[src/design/complex_arithmetic_unit_defines.svh]
`ifndef COMPLEX_ARITHMETIC_UNIT_DEFINES_SVH
`define COMPLEX_ARITHMETIC_UNIT_DEFINES_SVH

// Check that post holds in the same cycle as pre.
`define CAU_ASSERT_NOW(lbl, pre, post, msg) \
  lbl: assert property (@(posedge clk_i) disable iff (!rst_ni) (pre) |-> (post)) \
    else $error(msg);

// Check that post holds in the cycle after pre.
`define CAU_ASSERT_NEXT(lbl, pre, post, msg) \
  lbl: assert property (@(posedge clk_i) disable iff (!rst_ni) (pre) |=> (post)) \
    else $error(msg);

`endif

[src/design/cau_pkg.sv]
`default_nettype none

package cau_pkg;

  localparam int unsigned WORD_W    = 32;
  localparam int unsigned FRAC_W    = 16;
  localparam int unsigned OP_W      = 3;
  localparam int unsigned PROD_W    = 2 * WORD_W;
  localparam int unsigned SUM_W     = PROD_W + 1;
  localparam int unsigned WIDE_W    = PROD_W + 2;
  localparam int unsigned ROOT_W    = PROD_W / 2;
  localparam int unsigned REM_W     = ROOT_W + 2;
  localparam int unsigned SQ_STEPS  = PROD_W / 2;
  localparam int unsigned QUO_W     = WORD_W + 1;
  localparam int unsigned NUM_W     = PROD_W + FRAC_W;
  localparam int unsigned HI_W      = NUM_W - QUO_W;
  localparam int unsigned DIV_STEPS = QUO_W;

  localparam logic [OP_W-1:0] OP_ADD  = 3'd0;
  localparam logic [OP_W-1:0] OP_SUB  = 3'd1;
  localparam logic [OP_W-1:0] OP_MUL  = 3'd2;
  localparam logic [OP_W-1:0] OP_DIV  = 3'd3;
  localparam logic [OP_W-1:0] OP_MAG  = 3'd4;
  localparam logic [OP_W-1:0] OP_SQRT = 3'd5;

  localparam logic [WORD_W-1:0] SAT_MAX = {1'b0, {(WORD_W-1){1'b1}}};
  localparam logic [WORD_W-1:0] SAT_MIN = {1'b1, {(WORD_W-1){1'b0}}};

  typedef struct packed {
    logic [WORD_W-1:0] val;
    logic              flt;
  } cau_res_t;

  typedef struct packed {
    logic [WORD_W-1:0] re;
    logic [WORD_W-1:0] im;
    logic              flt;
  } cau_out_t;

  // One square root step: radicand bits still to shift in, remainder, root.
  typedef struct packed {
    logic [PROD_W-1:0] x;
    logic [REM_W-1:0]  rem;
    logic [ROOT_W-1:0] root;
  } cau_sq_t;

  // One divider lane: partial remainder, divisor, dividend bits left, quotient.
  typedef struct packed {
    logic [PROD_W-1:0] r;
    logic [PROD_W-1:0] d;
    logic [QUO_W-1:0]  lo;
    logic [QUO_W-1:0]  q;
    logic              neg;
    logic              ovf;
  } cau_dl_t;

  // Per-word sideband carried along the cell chains.
  typedef struct packed {
    logic [OP_W-1:0]   op;
    logic [WORD_W-1:0] e_re;
    logic [WORD_W-1:0] e_im;
    logic              e_flt;
    logic              ar_neg;
    logic              ai_neg;
    logic [WORD_W-1:0] ax;
    logic [WORD_W-1:0] ay;
    logic [ROOT_W-1:0] m;
    logic [ROOT_W-1:0] w;
    logic              nr;
    logic              ni;
    logic [PROD_W-1:0] mr;
    logic [PROD_W-1:0] mi;
    logic [PROD_W-1:0] den;
    logic              den_zero;
  } cau_side_t;

  // Saturate a two's complement value to one word.
  function automatic cau_res_t sat_s(input logic [WIDE_W-1:0] v);
    cau_res_t r;
    logic     pos_ovf;
    logic     neg_ovf;
    pos_ovf = !v[WIDE_W-1] && (|v[WIDE_W-2:WORD_W-1]);
    neg_ovf = v[WIDE_W-1] && !(&v[WIDE_W-2:WORD_W-1]);
    r.flt = pos_ovf | neg_ovf;
    if (pos_ovf) begin
      r.val = SAT_MAX;
    end else if (neg_ovf) begin
      r.val = SAT_MIN;
    end else begin
      r.val = v[WORD_W-1:0];
    end
    return r;
  endfunction

  // Saturate a sign and magnitude pair to one word.
  function automatic cau_res_t sat_mag(input logic neg, input logic [WIDE_W-1:0] mag);
    cau_res_t          r;
    logic [WORD_W-1:0] lo;
    lo = mag[WORD_W-1:0];
    r.flt = 1'b0;
    if (neg) begin
      if ((|mag[WIDE_W-1:WORD_W]) || (mag[WORD_W-1] && (|mag[WORD_W-2:0]))) begin
        r.flt = 1'b1;
        r.val = SAT_MIN;
      end else begin
        r.val = -lo;
      end
    end else begin
      if (|mag[WIDE_W-1:WORD_W-1]) begin
        r.flt = 1'b1;
        r.val = SAT_MAX;
      end else begin
        r.val = lo;
      end
    end
    return r;
  endfunction

  // Final value of a divider lane, floored toward negative infinity.
  function automatic cau_res_t quo_res(input cau_dl_t l);
    cau_res_t          r;
    logic [WIDE_W-1:0] mag;
    logic              rnd;
    rnd = l.neg && (|l.r);
    mag = {{(WIDE_W-QUO_W){1'b0}}, l.q} + {{(WIDE_W-1){1'b0}}, rnd};
    if (l.ovf) begin
      r.flt = 1'b1;
      r.val = l.neg ? SAT_MIN : SAT_MAX;
    end else begin
      r = sat_mag(l.neg, mag);
    end
    return r;
  endfunction

endpackage

`default_nettype wire

[src/design/cau_sq_cell.sv]
`default_nettype none

// One digit of an integer square root: two radicand bits in, one root bit out.
module cau_sq_cell (
  input  logic               clk_i,
  input  logic               rst_ni,
  input  logic               en_i,
  input  logic               vld_i,
  input  cau_pkg::cau_sq_t   sq_i,
  input  cau_pkg::cau_side_t side_i,
  output logic               vld_o,
  output cau_pkg::cau_sq_t   sq_o,
  output cau_pkg::cau_side_t side_o
);

  logic [cau_pkg::REM_W+1:0] cur;
  logic [cau_pkg::REM_W+1:0] trial;
  logic [cau_pkg::REM_W+1:0] diff;
  logic                      ge;
  cau_pkg::cau_sq_t          sq_d;
  cau_pkg::cau_sq_t          sq_q;
  cau_pkg::cau_side_t        side_q;
  logic                      vld_q;

  always_comb begin
    cur   = {sq_i.rem, sq_i.x[cau_pkg::PROD_W-1 -: 2]};
    trial = {2'b00, sq_i.root, 2'b01};
    diff  = cur - trial;
    ge    = cur >= trial;
    sq_d.x    = {sq_i.x[cau_pkg::PROD_W-3:0], 2'b00};
    sq_d.rem  = ge ? diff[cau_pkg::REM_W-1:0] : cur[cau_pkg::REM_W-1:0];
    sq_d.root = {sq_i.root[cau_pkg::ROOT_W-2:0], ge};
  end

  always_ff @(posedge clk_i or negedge rst_ni) begin
    if (!rst_ni) begin
      vld_q <= 1'b0;
    end else if (en_i) begin
      vld_q <= vld_i;
    end
  end

  always_ff @(posedge clk_i) begin
    if (en_i) begin
      sq_q   <= sq_d;
      side_q <= side_i;
    end
  end

  assign vld_o  = vld_q;
  assign sq_o   = sq_q;
  assign side_o = side_q;

endmodule

`default_nettype wire

[config.mk]
export PLATFORM = sky130hd
export DESIGN_NAME = cau_sq_cell
export DESIGN_NICKNAME = d
export VERILOG_FILES = /design/src/design/complex_arithmetic_unit_defines.svh /design/src/design/cau_pkg.sv /design/src/design/cau_sq_cell.sv
export SDC_FILE = /design/constraint.sdc
export NUM_CORES = 1
export LEC_CHECK = 0
export BUFFER_PORTS_ARGS = -buffer_cell sky130_fd_sc_hd__buf_2
export CAP_MARGIN = 10
export CORE_AREA = 4 4 402 404
export DETAILED_ROUTE_END_ITERATION = 12
export DIE_AREA = 0 0 406 408
export PLACE_DENSITY_LB_ADDON = 0.15
export SKIP_LAST_GASP = 1
export SLEW_MARGIN = 20
export SYNTH_ARGS = -nofsm -noshare
export SYNTH_HDL_FRONTEND = slang
export SYNTH_SLANG_ARGS = --single-unit
[constraint.sdc]
create_clock -name clk_i -period 0.8 [get_ports clk_i]
set_input_delay 0.08 -clock clk_i [delete_from_list [all_inputs] [get_ports clk_i]]
set_output_delay 0.08 -clock clk_i [all_outputs]
set_load 0.05 [all_outputs]
==> summary.md <==
| Metric | Value |
|---|---|
| Status | finished, violations left |
| Failing checks | hold timing, setup timing |
| Final Cycle Share | 2.33 |
| Die height | 408 um |
| Vias | 15700 |
| Final Max Tran Viols | 0 |
| Setup violators final | 594 |
| Tot Pwr | 88.3 mW |
| Max cap viols | 0 |
| Ratio of cells with drive above 1 in the final layout | 0.520 |
| Final Skew | 0 ns |
| Root buffer cell | clkbuf_16 |
| Post-synth ARST share | 0.00192 |
| Per-cell routed wire length | 20.5 um |
| GRT overflow | 0 |
| Post-detail-place hpwl | 80300 um |
| Yosys top cell area share | 0.862 |
| Clock Sinks | 522 |
| CTS buffer count | 70 |
| DRC Markers | 0 |
| Initial antenna violation count | 33 |
| Ports | 1051 |
| Drt via density | 3.23 |
| Synth Flop Type | edfxtp_1 |
| Critical Path, Cell by Cell | buf_2 > inv_2 > ha_4 > a21o_1 > or3_1 > o21a_1 > a311oi_2 > o21ai_2 > a31oi_4 > mux2i_1 > a31o_1 |
| Final TNS setup | -293.35 ns |
| Vias in the first global route | 17500 |
| FMAX | 536 MHz |
| Post-synth EDFFs | 521 |
| Worst reg-to-reg path cell count | 1 |
| Synthesized area per cell | 20.1 um2 |
| CTS Buffer Depth | 3 |
| H-tree levels | 3 |
| Worst setup EP type | register |
| Pwr Density | 2220 mW/mm2 |
| Seq cells post-synth | 522 |
| First-pass GRT wire length | 135000 um |
| R2R Setup Slk | 0.01 ns |
| Crit path arrival time | 2.26 ns |
| Synth area leaders | edfxtp_1 (86%), ha_1 (2.3%), nand2_1 (1.2%), o21ai_0 (1.1%), inv_1 (0.87%) |
| Clk_lat worst skew | 0.65 ns |
| WL final | 100000 um |
| Pin count of the biggest net entering global routing | 35 |
| P&R area growth vs syn | 120% |
| Final ANT Viol Nets | 0 |
| R2R Path Start | vld_o |
| Synth cell types | 64 |
| DRT Pass-1 Iters | 5 |
| Core box area | 0.158 mm2 |
| Worst Setup Path Type | in -> reg |
| Peak supply drop | 1.46 mV |
| Area leader, netlist | edfxtp_1 |
| Hold Vio Cnt, Final | 1 |
| Leak Pwr | 16.3 nW |
| RSZ-0062 raised after global routing | true |
| Min Tclk post-route | 1.87 ns |
| TritonCTS clock tree | yes |
| Hold path cells | 3 |
| Final worst slack | -1.07 ns |
| Critical path peak fanout | 5 |
| GPL Wtd Cong | 0.787 |
| Initial Util | 0.115 |
| Port Buffers | 1048 |
| Hold Path Sink | sq_o[34] |
| Post-synthesis sequential area ratio | 0.863 |
| Min-delay src | sq_i[32] |
| Reg clk slew, reported paths | 0.05 ns |
| Final #Nets | 3296 |
| Iteration-0 DRC Markers | 685 |
| Die area | 0.166 mm2 |
| Number of synthesis warnings | 0 |
| Slowest cell on the critical path | or3_1 |
| Die W | 406 um |
| Hold slack | -0.242 ns |
| HP Class | in -> reg |
| Row cnt | 146 |
| CP required | 1.19 ns |
| RR Endpoint | vld_o |
| Total track usage | 0.116 |
| Startpoint types | input port |
| Post-Syn Area | 0.0182 mm2 |
| Pre-CTS setup slack | -2.01 ns |
| Slowest stage delay, CP | 0.35 ns |
| Syn Inst Count | 902 |
-- Yosys cell counts (4+ instances only) --
| master | instances |
|---|---|
| nand2_1 | 58 |
| mux2i_1 | 4 |
| xnor2_1 | 14 |
| nor3_1 | 10 |
| o31ai_1 | 4 |
| nand3_1 | 6 |
| a31oi_1 | 4 |
| nand2b_1 | 5 |
| ha_1 | 34 |
| o21ai_0 | 41 |
| a21o_1 | 19 |
| inv_1 | 42 |
| nand4_1 | 6 |
| xor2_1 | 13 |
| nor2_1 | 18 |
| edfxtp_1 | 521 |
| o21ai_1 | 4 |
| a21oi_1 | 28 |
| clkbuf_1 | 4 |
| buf_2 | 6 |
-- layout make-up --
| class | instances | area (um2) |
|---|---|---|
| Antenna cell | 15 | 37.5 |
| Clock buffer | 82 | 1800 |
| Clock inverter | 43 | 440 |
| Fill cell | 16500 | 118000 |
| Inverter | 43 | 194 |
| Multi-Input combinational cell | 323 | 2810 |
| Sequential cell | 522 | 15700 |
| Tap cell | 2072 | 2590 |
| Timing Repair Buffer | 1775 | 16300 |
-- where the power goes --
part	switching (mW)	internal, mW
sequential	1.37	32.9
combinational	13.3	9.54
clock	13.0	18.2
total	27.7	60.6
-- sequential cells by signal, indices dropped and copies added (netlist names) --
| name | flops |
|---|---|
| side_o | 393 |
| sq_o | 128 |
| vld_o | 1 |
-- metal layers --
metal / global-route usage / part of all wire / vias up
met2: 0.212 / 0.52 / 610
met4: 0.0476 / 0.042 / 16
met5: 0.00322 / 0.0017 / -
met1: 0.121 / 0.36 / 7754
li1: - / - / 7206
met3: 0.0377 / 0.074 / 153
-- timing repair --
| action | 4_1_cts | 5_1_grt |
|---|---|---|
| hold buffers | 526 | 5 |
| pin swaps | 35 | 32 |
| buffers inserted | 12 | 6 |
| setup endpoints to repair | 557 | 904 |
| gates cloned | 3 | 0 |
| hold endpoints to repair | 585 | 7 |
| gates resized for setup | 958 | 47 |
-- cells by family after synthesis --
logic type / Yosys count / synth area share
mux: 6 / 0.00365
xor+xnor: 27 / 0.0130
simple gates: 120 / 0.0309
fa+ha+maj: 34 / 0.0234
buf+inv: 59 / 0.0142
flops: 522 / 0.863
other cells: 1 / 0.000207
compound gates: 133 / 0.0514
-- cells in the final DEF, fill, tap and decap left out, drive strengths merged, types with 23 or more instances in the layout --
master	instances
ha	34
edfxtp	521
buf	1244
a21oi	28
clkinv	23
clkbuf	83
nand2	58
inv	50
o21ai	46
dlygate4sd3	527
-- metrics by stage --
stage / std cells / instance area (um2) / utilization
after floorplan: 903 / 18600 / -
after CTS: 4853 / 39600 / 0.251
final: 4875 / 39900 / 0.253
after global routing: 4869 / 39800 / 0.252
after global placement: 4187 / 28900 / 0.183
after detailed placement: 4187 / 28900 / 0.183
-- worst max path at each step --
stage / from / end / depth (start not counted)
after floorplan: sq_i[41] / sq_o[59] / 9
after global placement: sq_i[9] / sq_o[58] / 12
after detailed placement: sq_i[9] / sq_o[58] / 12
after CTS: sq_i[32] / sq_o[61] / 12
after global routing: sq_i[41] / sq_o[57] / 11
final: sq_i[3] / sq_o[58] / 11
-- critical path, delay by kind of cell --
family	cells	cell delay (ns)
muxes	1	0.11
adders and majority gates	1	0.22
AOI/OAI and AO/OA	6	1.30
buffers and inverters	2	0.18
and+or+nand+nor	1	0.35
(Power assumes the default switching activity.)
